[src/hw/rtl/slpi_pkg.sv]
package slpi_pkg;

  // event codes carried in the input tuser
  typedef enum logic [2:0] {
    KIND_TICK        = 3'd0,
    KIND_BEGIN       = 3'd1,
    KIND_END_BOOT    = 3'd2,
    KIND_ACTIVITY    = 3'd3,
    KIND_SET_UNSAVED = 3'd4,
    KIND_SET_SAVING  = 3'd5,
    KIND_ERROR       = 3'd6,
    KIND_REFRESH     = 3'd7
  } kind_t;

  // indicator states, lower code wins
  typedef enum logic [2:0] {
    ST_BOOT      = 3'd0,
    ST_ERROR     = 3'd1,
    ST_SAVING    = 3'd2,
    ST_UNSAVED   = 3'd3,
    ST_CONNECTED = 3'd4,
    ST_NORMAL    = 3'd5
  } led_state_t;

  // configuration register indexes
  localparam logic [1:0] REG_CONNECTED_TIMEOUT = 2'd0;
  localparam logic [1:0] REG_SAVING_HOLD       = 2'd1;
  localparam logic [1:0] REG_ERROR_HOLD        = 2'd2;
  localparam logic [1:0] REG_LED_PRESENT       = 2'd3;

  localparam int unsigned HoldW = 16;
  localparam logic [7:0] FULL = 8'd255;

  typedef struct packed {
    logic [HoldW-1:0] connected_timeout_ms;
    logic [HoldW-1:0] saving_hold_ms;
    logic [HoldW-1:0] error_hold_ms;
    logic             led_present;
  } cfg_t;

  typedef struct packed {
    logic  latch_ready;
    logic  flag;
    kind_t kind;
  } item_t;

  typedef struct packed {
    logic       ready_for_command;
    logic       show;
    logic [7:0] blue;
    logic [7:0] green;
    logic [7:0] red;
    led_state_t led_state;
  } result_t;

  // color of each state as {red, green, blue}
  function automatic logic [23:0] state_color(led_state_t st);
    logic [23:0] c;
    case (st)
      ST_BOOT:      c = {FULL, FULL, FULL};
      ST_ERROR:     c = {FULL, 8'd0, 8'd0};
      ST_SAVING:    c = {FULL, 8'd0, FULL};
      ST_UNSAVED:   c = {FULL, FULL, 8'd0};
      ST_CONNECTED: c = {8'd0, FULL, 8'd0};
      default:      c = {8'd0, 8'd0, FULL};
    endcase
    return c;
  endfunction

endpackage

[src/hw/rtl/slpi_cfg.sv]
module slpi_cfg
  import slpi_pkg::*;
(
  input  logic             clk,
  input  logic             rst_n,
  input  logic             wr_en,
  input  logic [1:0]       wr_index,
  input  logic [HoldW-1:0] wr_data,
  output cfg_t             cfg
);

  cfg_t cfg_r;

  // register writes
  always_ff @(posedge clk) begin
    if (!rst_n) begin
      cfg_r.connected_timeout_ms <= 16'd1000;
      cfg_r.saving_hold_ms       <= 16'd500;
      cfg_r.error_hold_ms        <= 16'd2000;
      cfg_r.led_present          <= 1'b1;
    end else if (wr_en) begin
      case (wr_index)
        REG_CONNECTED_TIMEOUT: cfg_r.connected_timeout_ms <= wr_data;
        REG_SAVING_HOLD:       cfg_r.saving_hold_ms       <= wr_data;
        REG_ERROR_HOLD:        cfg_r.error_hold_ms        <= wr_data;
        REG_LED_PRESENT:       cfg_r.led_present          <= wr_data[0];
        default: ;
      endcase
    end
  end

  assign cfg = cfg_r;

endmodule

[src/hw/rtl/slpi_core.sv]
module slpi_core
  import slpi_pkg::*;
(
  input  logic    clk,
  input  logic    rst_n,
  input  logic    fire,
  input  item_t   item,
  input  cfg_t    cfg,
  output result_t result
);

  logic             boot_phase_r, boot_phase_nxt;
  logic             unsaved_r, unsaved_nxt;
  logic             saving_r, saving_nxt;
  logic             shown_once_r, shown_once_nxt;
  logic [HoldW-1:0] conn_left_r, conn_left_nxt;
  logic [HoldW-1:0] save_left_r, save_left_nxt;
  logic [HoldW-1:0] err_left_r, err_left_nxt;
  led_state_t       last_shown_r, last_shown_nxt;
  led_state_t       st;
  logic             update;
  logic             show;
  logic [23:0]      rgb;

  // event decode and flag / countdown update
  always_comb begin
    boot_phase_nxt = boot_phase_r;
    unsaved_nxt    = unsaved_r;
    saving_nxt     = saving_r;
    conn_left_nxt  = conn_left_r;
    save_left_nxt  = save_left_r;
    err_left_nxt   = err_left_r;
    update         = 1'b0;
    case (item.kind)
      KIND_TICK: begin
        if (conn_left_r != '0) conn_left_nxt = conn_left_r - 1'b1;
        if (save_left_r != '0) save_left_nxt = save_left_r - 1'b1;
        if (err_left_r != '0)  err_left_nxt  = err_left_r - 1'b1;
      end
      KIND_BEGIN: begin
        boot_phase_nxt = 1'b1;
        unsaved_nxt    = 1'b0;
        saving_nxt     = 1'b0;
        conn_left_nxt  = '0;
        save_left_nxt  = '0;
        err_left_nxt   = '0;
        update         = 1'b1;
      end
      KIND_END_BOOT: begin
        boot_phase_nxt = 1'b0;
        update         = 1'b1;
      end
      KIND_ACTIVITY:    conn_left_nxt = cfg.connected_timeout_ms;
      KIND_SET_UNSAVED: unsaved_nxt   = item.flag;
      KIND_SET_SAVING: begin
        saving_nxt = item.flag;
        if (item.flag) save_left_nxt = cfg.saving_hold_ms;
        update = 1'b1;
      end
      KIND_ERROR: err_left_nxt = cfg.error_hold_ms;
      default:    update = 1'b1;
    endcase
  end

  // priority select on the updated state
  always_comb begin
    if (boot_phase_nxt)                         st = ST_BOOT;
    else if (err_left_nxt != '0)                st = ST_ERROR;
    else if (saving_nxt || save_left_nxt != '0) st = ST_SAVING;
    else if (unsaved_nxt)                       st = ST_UNSAVED;
    else if (conn_left_nxt != '0)               st = ST_CONNECTED;
    else                                        st = ST_NORMAL;
  end

  // show strobe; begin drops the shown-once mark before the check
  always_comb begin
    logic once;
    once = (item.kind == KIND_BEGIN) ? 1'b0 : shown_once_r;
    show = update && cfg.led_present &&
           (!once || (st != last_shown_r && item.latch_ready));
    shown_once_nxt = show ? 1'b1 : once;
    last_shown_nxt = show ? st : last_shown_r;
  end

  // state registers
  always_ff @(posedge clk) begin
    if (!rst_n) begin
      boot_phase_r <= 1'b1;
      unsaved_r    <= 1'b0;
      saving_r     <= 1'b0;
      shown_once_r <= 1'b0;
      conn_left_r  <= '0;
      save_left_r  <= '0;
      err_left_r   <= '0;
      last_shown_r <= ST_BOOT;
    end else if (fire) begin
      boot_phase_r <= boot_phase_nxt;
      unsaved_r    <= unsaved_nxt;
      saving_r     <= saving_nxt;
      shown_once_r <= shown_once_nxt;
      conn_left_r  <= conn_left_nxt;
      save_left_r  <= save_left_nxt;
      err_left_r   <= err_left_nxt;
      last_shown_r <= last_shown_nxt;
    end
  end

  assign rgb = state_color(st);

  always_comb begin
    result.led_state         = st;
    result.red               = rgb[23:16];
    result.green             = rgb[15:8];
    result.blue              = rgb[7:0];
    result.show              = show;
    result.ready_for_command = !cfg.led_present || item.latch_ready;
  end

endmodule

[src/hw/rtl/status_led_priority_indicator.sv]
// Status LED priority indicator. Each event transfer on the input stream (kind in
// in_tuser: tick, begin, end of boot, activity, set unsaved, set saving, error,
// refresh) updates the boot, unsaved and saving flags and the three hold countdowns,
// and yields exactly one result transfer: the priority state (boot, error, saving,
// unsaved, connected, normal), its color, a show strobe and ready-for-command.
// The block takes one event per cycle while the output is not stalled; an event passes
// through an input register and a result register, and backpressure on the output
// stalls both. Configuration writes are always accepted.
module status_led_priority_indicator
  import slpi_pkg::*;
(
  input  logic        clk,
  input  logic        rst_n,
  // event stream
  input  logic        in_tvalid,
  output logic        in_tready,
  input  logic [7:0]  in_tdata,   // [0] flag, [1] latch_ready
  input  logic [2:0]  in_tuser,   // [2:0] kind
  // result stream
  output logic        out_tvalid,
  input  logic        out_tready,
  output logic [31:0] out_tdata,  // [2:0] led_state, [10:3] red, [18:11] green,
                                  // [26:19] blue, [27] show, [28] ready_for_command
  // configuration writes
  input  logic        cfg_valid,
  output logic        cfg_ready,
  input  logic [1:0]  cfg_index,
  input  logic [15:0] cfg_data
);

  cfg_t    cfg;
  item_t   item_r;
  logic    item_vld_r;
  result_t res;
  result_t res_r;
  logic    res_vld_r;
  logic    adv;

  assign cfg_ready = 1'b1;

  slpi_cfg u_cfg (
    .clk      (clk),
    .rst_n    (rst_n),
    .wr_en    (cfg_valid),
    .wr_index (cfg_index),
    .wr_data  (cfg_data),
    .cfg      (cfg)
  );

  // pipeline advance: result slot free or being drained
  assign adv       = item_vld_r && (!res_vld_r || out_tready);
  assign in_tready = !item_vld_r || adv;

  // input register
  always_ff @(posedge clk) begin
    if (!rst_n) begin
      item_vld_r <= 1'b0;
    end else if (in_tready) begin
      item_vld_r <= in_tvalid;
    end
  end

  always_ff @(posedge clk) begin
    if (in_tready && in_tvalid) begin
      item_r.kind        <= kind_t'(in_tuser);
      item_r.flag        <= in_tdata[0];
      item_r.latch_ready <= in_tdata[1];
    end
  end

  slpi_core u_core (
    .clk    (clk),
    .rst_n  (rst_n),
    .fire   (adv),
    .item   (item_r),
    .cfg    (cfg),
    .result (res)
  );

  // result register
  always_ff @(posedge clk) begin
    if (!rst_n) begin
      res_vld_r <= 1'b0;
    end else if (adv) begin
      res_vld_r <= 1'b1;
    end else if (out_tready) begin
      res_vld_r <= 1'b0;
    end
  end

  always_ff @(posedge clk) begin
    if (adv) begin
      res_r <= res;
    end
  end

  assign out_tvalid = res_vld_r;
  assign out_tdata  = {3'd0, res_r};

endmodule

[config.mk]
export PLATFORM = sky130hd
export DESIGN_NAME = status_led_priority_indicator
export DESIGN_NICKNAME = d
export VERILOG_FILES = /design/src/hw/rtl/slpi_pkg.sv /design/src/hw/rtl/slpi_cfg.sv /design/src/hw/rtl/slpi_core.sv /design/src/hw/rtl/status_led_priority_indicator.sv
export SDC_FILE = /design/constraint.sdc
export NUM_CORES = 1
export LEC_CHECK = 0
export ABC_AREA = 0
export BUFFER_PORTS_ARGS = -buffer_cell sky130_fd_sc_hd__buf_2
export CAP_MARGIN = 10
export CORE_MARGIN = 1
export CORE_UTILIZATION = 54
export DETAILED_ROUTE_END_ITERATION = 10
export HOLD_SLACK_MARGIN = 0.08
export PLACE_DENSITY = 0.73
export SYNTH_ARGS = -nofsm -noshare
export SYNTH_HDL_FRONTEND = slang
export SYNTH_SLANG_ARGS = --single-unit
[constraint.sdc]
create_clock -name clk -period 3.4 [get_ports clk]
set_input_delay 0.68 -clock clk [delete_from_list [all_inputs] [get_ports clk]]
set_output_delay 0.68 -clock clk [all_outputs]
set_load 0.02 [all_outputs]
---- After elaboration in Yosys (flattened, before gate mapping) ----
Cells that the tools add are included.
Widths: inputs -> output; s select.
word-level totals
  flip-flop bits (word level) ............. 140
  bits of input ports ..................... 34
  output and inout bits ................... 35
operators by class
  add/sub/neg operators ................... 3
  eq/ne operators ......................... 14
  mux-type cells .......................... 21
  reductions and logical operators ........ 30
operators with widths
  operator               number
  $pmux 16 s3            3
  $pmux 24 s5            1
  $reduce_bool 16->1     6
  $mux 16                4
  $sub 16x1->16 const B  3
  $eq 3x2->1 const B     4
  $eq 3x3->1 const B     4
  $mux 3                 4
  $reduce_and 2->1       5
  $eq 3x1->1 const B     2
  $logic_not 3->1        2
  $mux 1                 6
  $pmux 1 s2             3
  $logic_and 1x1->1      5
  $logic_or 1x1->1       5
  $eq 2x2->1 const B     2
  $logic_not 1->1        4
  $reduce_or 4->1        1
  $ne 3x3->1             1
  $eq 2x1->1 const B     1
  $logic_not 2->1        1
  $reduce_bool 2->1      1

---- Longest topological paths before layout ----
  depth after elaboration ................. 14
  gate-level depth with buffers ........... 15
  mapped depth without buffers ............ 14

---- Cells and area by module ----
Synthesis repeated with hierarchy kept, for this count alone.
unflattened totals
  cells, all modules ...................... 955
  area total of the unflattened synthesis .. 8264.2 um2
by module, submodules not included
  module                         instances  cells an instance  area each (um2)  sequential area each (um2)
  slpi_core                      1          715                5128.7           1101.1
  slpi_cfg                       1          191                1973.1           980.9
  status_led_priority_indicator  1          49                 1162.4           1061.0

---- Least setup slack after synthesis ----
Ideal clock, no wire load.
  kind .................................... register to register
  from .................................... register u_core.save_left_r[0]
  to ...................................... register u_core.last_shown_r[0]
  arrival time ............................ 3210 ps
  required time ........................... 3328 ps
  path slack .............................. 119 ps
  stages on the path, launching flop included .. 14
  clock period less this slack ............ 3281 ps
  cell sequence ........................... dfxtp_1 inv_1 ha_1 or4b_2 or4_4 nand2_2 o21ai_1 a21oi_2 and4_1 nand4_2 a21oi_1 xor2_1 o31ai_4 mux2i_1
between the ends
  cells in the longest elaborated chain, start to end .. 13
RTL lines
  what                                                        RTL line          text
  start, declared                                             slpi_core.sv:17   logic [HoldW-1:0] save_left_r, save_left_nxt;
  start signal, assigned                                      slpi_core.sv:102  save_left_r <= save_left_nxt;
  $sub 16x1->16 / $reduce_bool 16->1 (equally long branches)  slpi_core.sv:37   if (save_left_r != '0) save_left_nxt = save_left_r - 1'b1;
  $mux 16                                                     slpi_core.sv:37
  $pmux 16 s3 *                                               slpi_core.sv:34   case (item.kind)
  $reduce_bool 16->1 *                                        slpi_core.sv:69   else if (saving_nxt || save_left_nxt != '0) st = ST_SAVING;
  $logic_or 1x1->1 *                                          slpi_core.sv:69
  $mux 3 *                                                    slpi_core.sv:69
  $mux 3 *                                                    slpi_core.sv:68   else if (err_left_nxt != '0) st = ST_ERROR;
  $mux 3 *                                                    slpi_core.sv:67   if (boot_phase_nxt) st = ST_BOOT;
  $ne 3x3->1                                                  slpi_core.sv:80   (!once || (st != last_shown_r && item.latch_ready));
  $logic_and 1x1->1                                           slpi_core.sv:80
  $logic_or 1x1->1                                            slpi_core.sv:80
  $logic_and 1x1->1                                           slpi_core.sv:79   show = update && cfg.led_present &&
  $reduce_and 2->1 (no line)                                  n/a
  end signal, assigned                                        slpi_core.sv:104  last_shown_r <= last_shown_nxt;
  end, declared                                               slpi_core.sv:19   led_state_t last_shown_r, last_shown_nxt;
Every way passes the cells marked *; elsewhere a longest branch is shown, timed or not.
A chain may end at the register's enable or synchronous reset.

==> flow_summary_export.csv <==
group,metric,value,unit
worst_setup_path,worst_setup_end_kind,"flop",
floorplanning,pin_count,69,
placed_design,place_inst,1248,
timing,finalSetupViolations,4,
floorplanning,die_x,118,microns
worst_setup_path,critical_path.most_common_cell,"nand4_1",
power_and_ir_drop,power_leakage,4.10,nW
run,drv_cap,0,
outcome,status,"finished with violations",
power_and_ir_drop,worst_ir_drop_vdd,0.373,mV
worst_setup_path,criticalPathCategory,"reg -> reg",
clock_tree,ctsRootBufferMaster,"clkbuf_16",
routing,drc,0,
synth,async_reset_ff_share,0,%
floorplanning,die_h,118,microns
timing,min_period_over_period,102,%
global_routing,grt_antenna_before_repair,0,
global_routing,grt_pass1_wl,37200,microns
worst_setup_path,timing.critical_path.arrival,3610,ps
synth,mappedNetlistArea,0.00727,sq mm
floorplanning,initial_utilization,55.1,%
floorplanning,floorplan.core_area,0.0132,sq mm
placed_design,post-dp-hpwl,17200,microns
final_layout,n_fill_cell,1069,
routing,post_drt_via_cell_ratio,6.17,
clock_tree,clock-sinks,119,
worst_setup_path,list_of_cells_traversed_by_the_critical_path,"nor4_4 -> buf_4 -> nand4_1 -> mux2_4 -> a222oi_1 -> nand3_1 -> nor4_2 -> nand4_1 -> a21oi_4 -> xor2_2 -> nor4_1 -> o21ai_1",
placed_design,port_buffers,58,
worst_setup_path,crit_path_max_fanout,3,
placed_design,gp_routability_congestion,0.978,
routing,first_pass_iters,7,
timing,setup_repair_after_global_routing_missed_its_margin,"yes",
floorplanning,design.die.area,0.0139,sq mm
worst_setup_path,critical_path.reg2reg.startpoint,"u_core.conn_left_r[6]$_SDFFE_PN0P_",
worst_setup_path,worst_path_largest_cell_delay,390,ps
clock_tree,cts_made_buffers,17,
worst_setup_path,regToRegSetupSlack,-50,ps
routing,dr_total_vias,7911,
timing,timing.fmax,290,MHz
timing,finalHoldViolations,0,
worst_setup_path,top_delay_family_on_crit_path,"simple AND/OR/NAND/NOR gates",
floorplanning,row_count,42,
global_routing,pin_count_of_the_biggest_net_entering_global_routing,50,
routing,routed_wl,23700,microns
clock_tree,tritoncts,"built",
power_and_ir_drop,pwr_density_cell,477,mW/mm^2
final_layout,non_filler_cells_in_the_finished_layout,1283,
global_routing,track_usage,34.2,%
final_layout,drive_above_1_share,27.4,%
final_layout,areaGrowthSynthToFinish,28.1,%
final_layout,nets,1131,
synth,ys.warnings.count,0,
worst_setup_path,crit_path_top_delay_cell,"mux2_4",
routing,drt_iter0_drc,897,
timing,tightestPinTransition,599,ps
synth,number_of_synthesized_register_bits,119,
final_layout,diodes,0,
worst_setup_path,r2r_end,"out_tdata[27]$_DFFE_PP_",
hold_path,worstHoldPathType,"in -> reg",
worst_setup_path,worstRegToRegCells,12,
timing,slew_viol_final,0,
worst_setup_path,startpoint_type,"flop",
synth,synth.lib_cells_used.distinct,85,
routing,routed_wire_length_per_instance,18.5,microns
worst_setup_path,cp.buffers_inverters,1,
hold_path,worst_hold_startpoint,"in_tdata[1]",
global_routing,grt-ovfl-total,0,
worst_setup_path,critical_path_required,3560,ps
clock_tree,htreeDepth,4,
synth,synthFlopType,"dfxtp_1",
synth,synthesis.instances,958,
clock_tree,insertion_delay,420,ps
timing,worst_slack,-52.6,ps
outcome,violations_in_the_final_reports,"negative setup slack",
timing,timing.clock.skew,7.26,ps
power_and_ir_drop,total_power,4.44,mW
placed_design,place_worst_setup_slack,-167,ps
final_layout,mostFrequentLayoutCells,"nand2_1, buf_4, dfxtp_1, nor2_1, buf_2",
timing,max_slew_margin,59.9,%
synth,postSynthAreaPerCell,7.59,sq um
global_routing,grt_pass1_vias,7137,
clock_tree,clk_pin_slew_worst_paths,60,ps
hold_path,hold-path-endpoint,"item_r[4]$_DFFE_PP_",
final_layout,final_common_cell,"nand2_1",
synth,seq_total_area_yosys,34.6,%
routing,antenna_violating_nets_post_route,0,
synth,synth_edf_count,13,
hold_path,hold_critical_path_depth,1,
clock_tree,clk_path_buf_depth,2,
timing,layout_min_cycle_time,3450,ps
[cells in the mapped netlist (all sizes together), types with 6 or more instances]
cell type | instances | area share, %
nand3 | 47 | 3.2
a21oi | 44 | 3.2
nand2 | 200 | 10
nor3 | 30 | 2.2
a21boi | 35 | 3.6
mux2i | 7 | 0.96
o21ai | 54 | 3.7
nor2 | 60 | 3.1
a211oi | 6 | 0.62
nor3b | 7 | 0.72
or4 | 8 | 0.88
nand2b | 8 | 0.69
a221oi | 6 | 0.72
dfxtp | 106 | 29
edfxtp | 13 | 5.4
a22oi | 6 | 0.62
inv | 19 | 0.98
o211a | 31 | 4.3
clkbuf | 60 | 3.1
buf | 36 | 3.2
nor2b | 12 | 1.0
a22o | 6 | 0.72
a31oi | 14 | 1.2
and2 | 9 | 0.77
nand4 | 16 | 1.5
nor4 | 16 | 1.8
and3 | 6 | 0.52
[registers in the layout, summed over array words and instances, names as in the netlist, 3 cells and up]
signal               count
u_cfg.cfg               49
u_core.last_shown_r      3
out_tdata                8
u_core.err_left_r       16
item_r                   5
u_core.conn_left_r      16
u_core.save_left_r      16
[stage by stage]
step	hold slack, ps	setup TNS [ps]	area, sq um	util (%)
finish	436	-132	9320	70.6
detailed placement	460	-546	8470	64.2
global placement	452	-417	8470	64.2
CTS	423	0	9110	69.1
global route	422	-478	9320	70.6
floorplan	432	0	7280	-
[cell families after synthesis]
kind of cell,after synthesis,synth area share [%]
simple gates,449,30.3
other cells,2,0.103
fa+ha+maj,3,0.516
compound gates,257,25.6
buf+inv,116,7.37
mux,9,1.27
flops,119,34.6
xor+xnor,3,0.362
[final cells by class]
| class | instances | area (sq um) | area share, % |
|---|---|---|---|
| multi-input combinational | 725 | 4460 | 47.9 |
| clock inverter | 11 | 109 | 1.17 |
| sequential | 119 | 2510 | 27.0 |
| timing repair buffer | 211 | 1450 | 15.6 |
| clock buffer | 21 | 482 | 5.17 |
| inverter | 20 | 76.3 | 0.819 |
| tap | 176 | 220 | 2.36 |
[routing by layer]
layer  up-vias  global-route usage, %  share of wire [%]
li1       3713                      -                  -
met1      3678                   47.9                 44
met2       462                   48.7                 42
met3        58                   10.7                 11
met4         0                   12.8                2.8
met5         -                      0                  0
[how the worst max path moves through the flow]
stage / depth (start not counted) / endpoint / from / slack (ps)
global route: 12 / u_core.last_shown_r[0]$_SDFFE_PN0P_ / u_core.conn_left_r[6]$_SDFFE_PN0P_ / -160
detailed placement: 13 / u_core.last_shown_r[0]$_SDFFE_PN0P_ / u_core.save_left_r[0]$_SDFFE_PN0P_ / -170
floorplan: 13 / u_core.last_shown_r[0]$_SDFFE_PN0P_ / u_core.save_left_r[0]$_SDFFE_PN0P_ / 120
finish: 12 / out_tdata[27]$_DFFE_PP_ / u_core.conn_left_r[6]$_SDFFE_PN0P_ / -50
CTS: 13 / u_core.last_shown_r[0]$_SDFFE_PN0P_ / u_core.conn_left_r[1]$_SDFFE_PN0P_ / 3
global placement: 13 / u_core.last_shown_r[2]$_SDFFE_PN0P_ / u_core.save_left_r[0]$_SDFFE_PN0P_ / -110
[power by group]
group,total [mW],switching [mW],internal (mW)
clock network,1.79,0.695,1.10
registers,1.56,0.0652,1.49
logic,1.09,0.609,0.482
total,4.44,1.37,3.07
[what timing repair did]
| item | CTS | global route |
|---|---|---|
| gates resized for setup | 9 | 40 |
| buffers inserted | 1 | 2 |
| endpoints found under the setup margin | 4 | 5 |
| hold buffers | 0 | 0 |
| pin swaps | 2 | 10 |
Note: power is estimated with default switching activity, not from simulation.
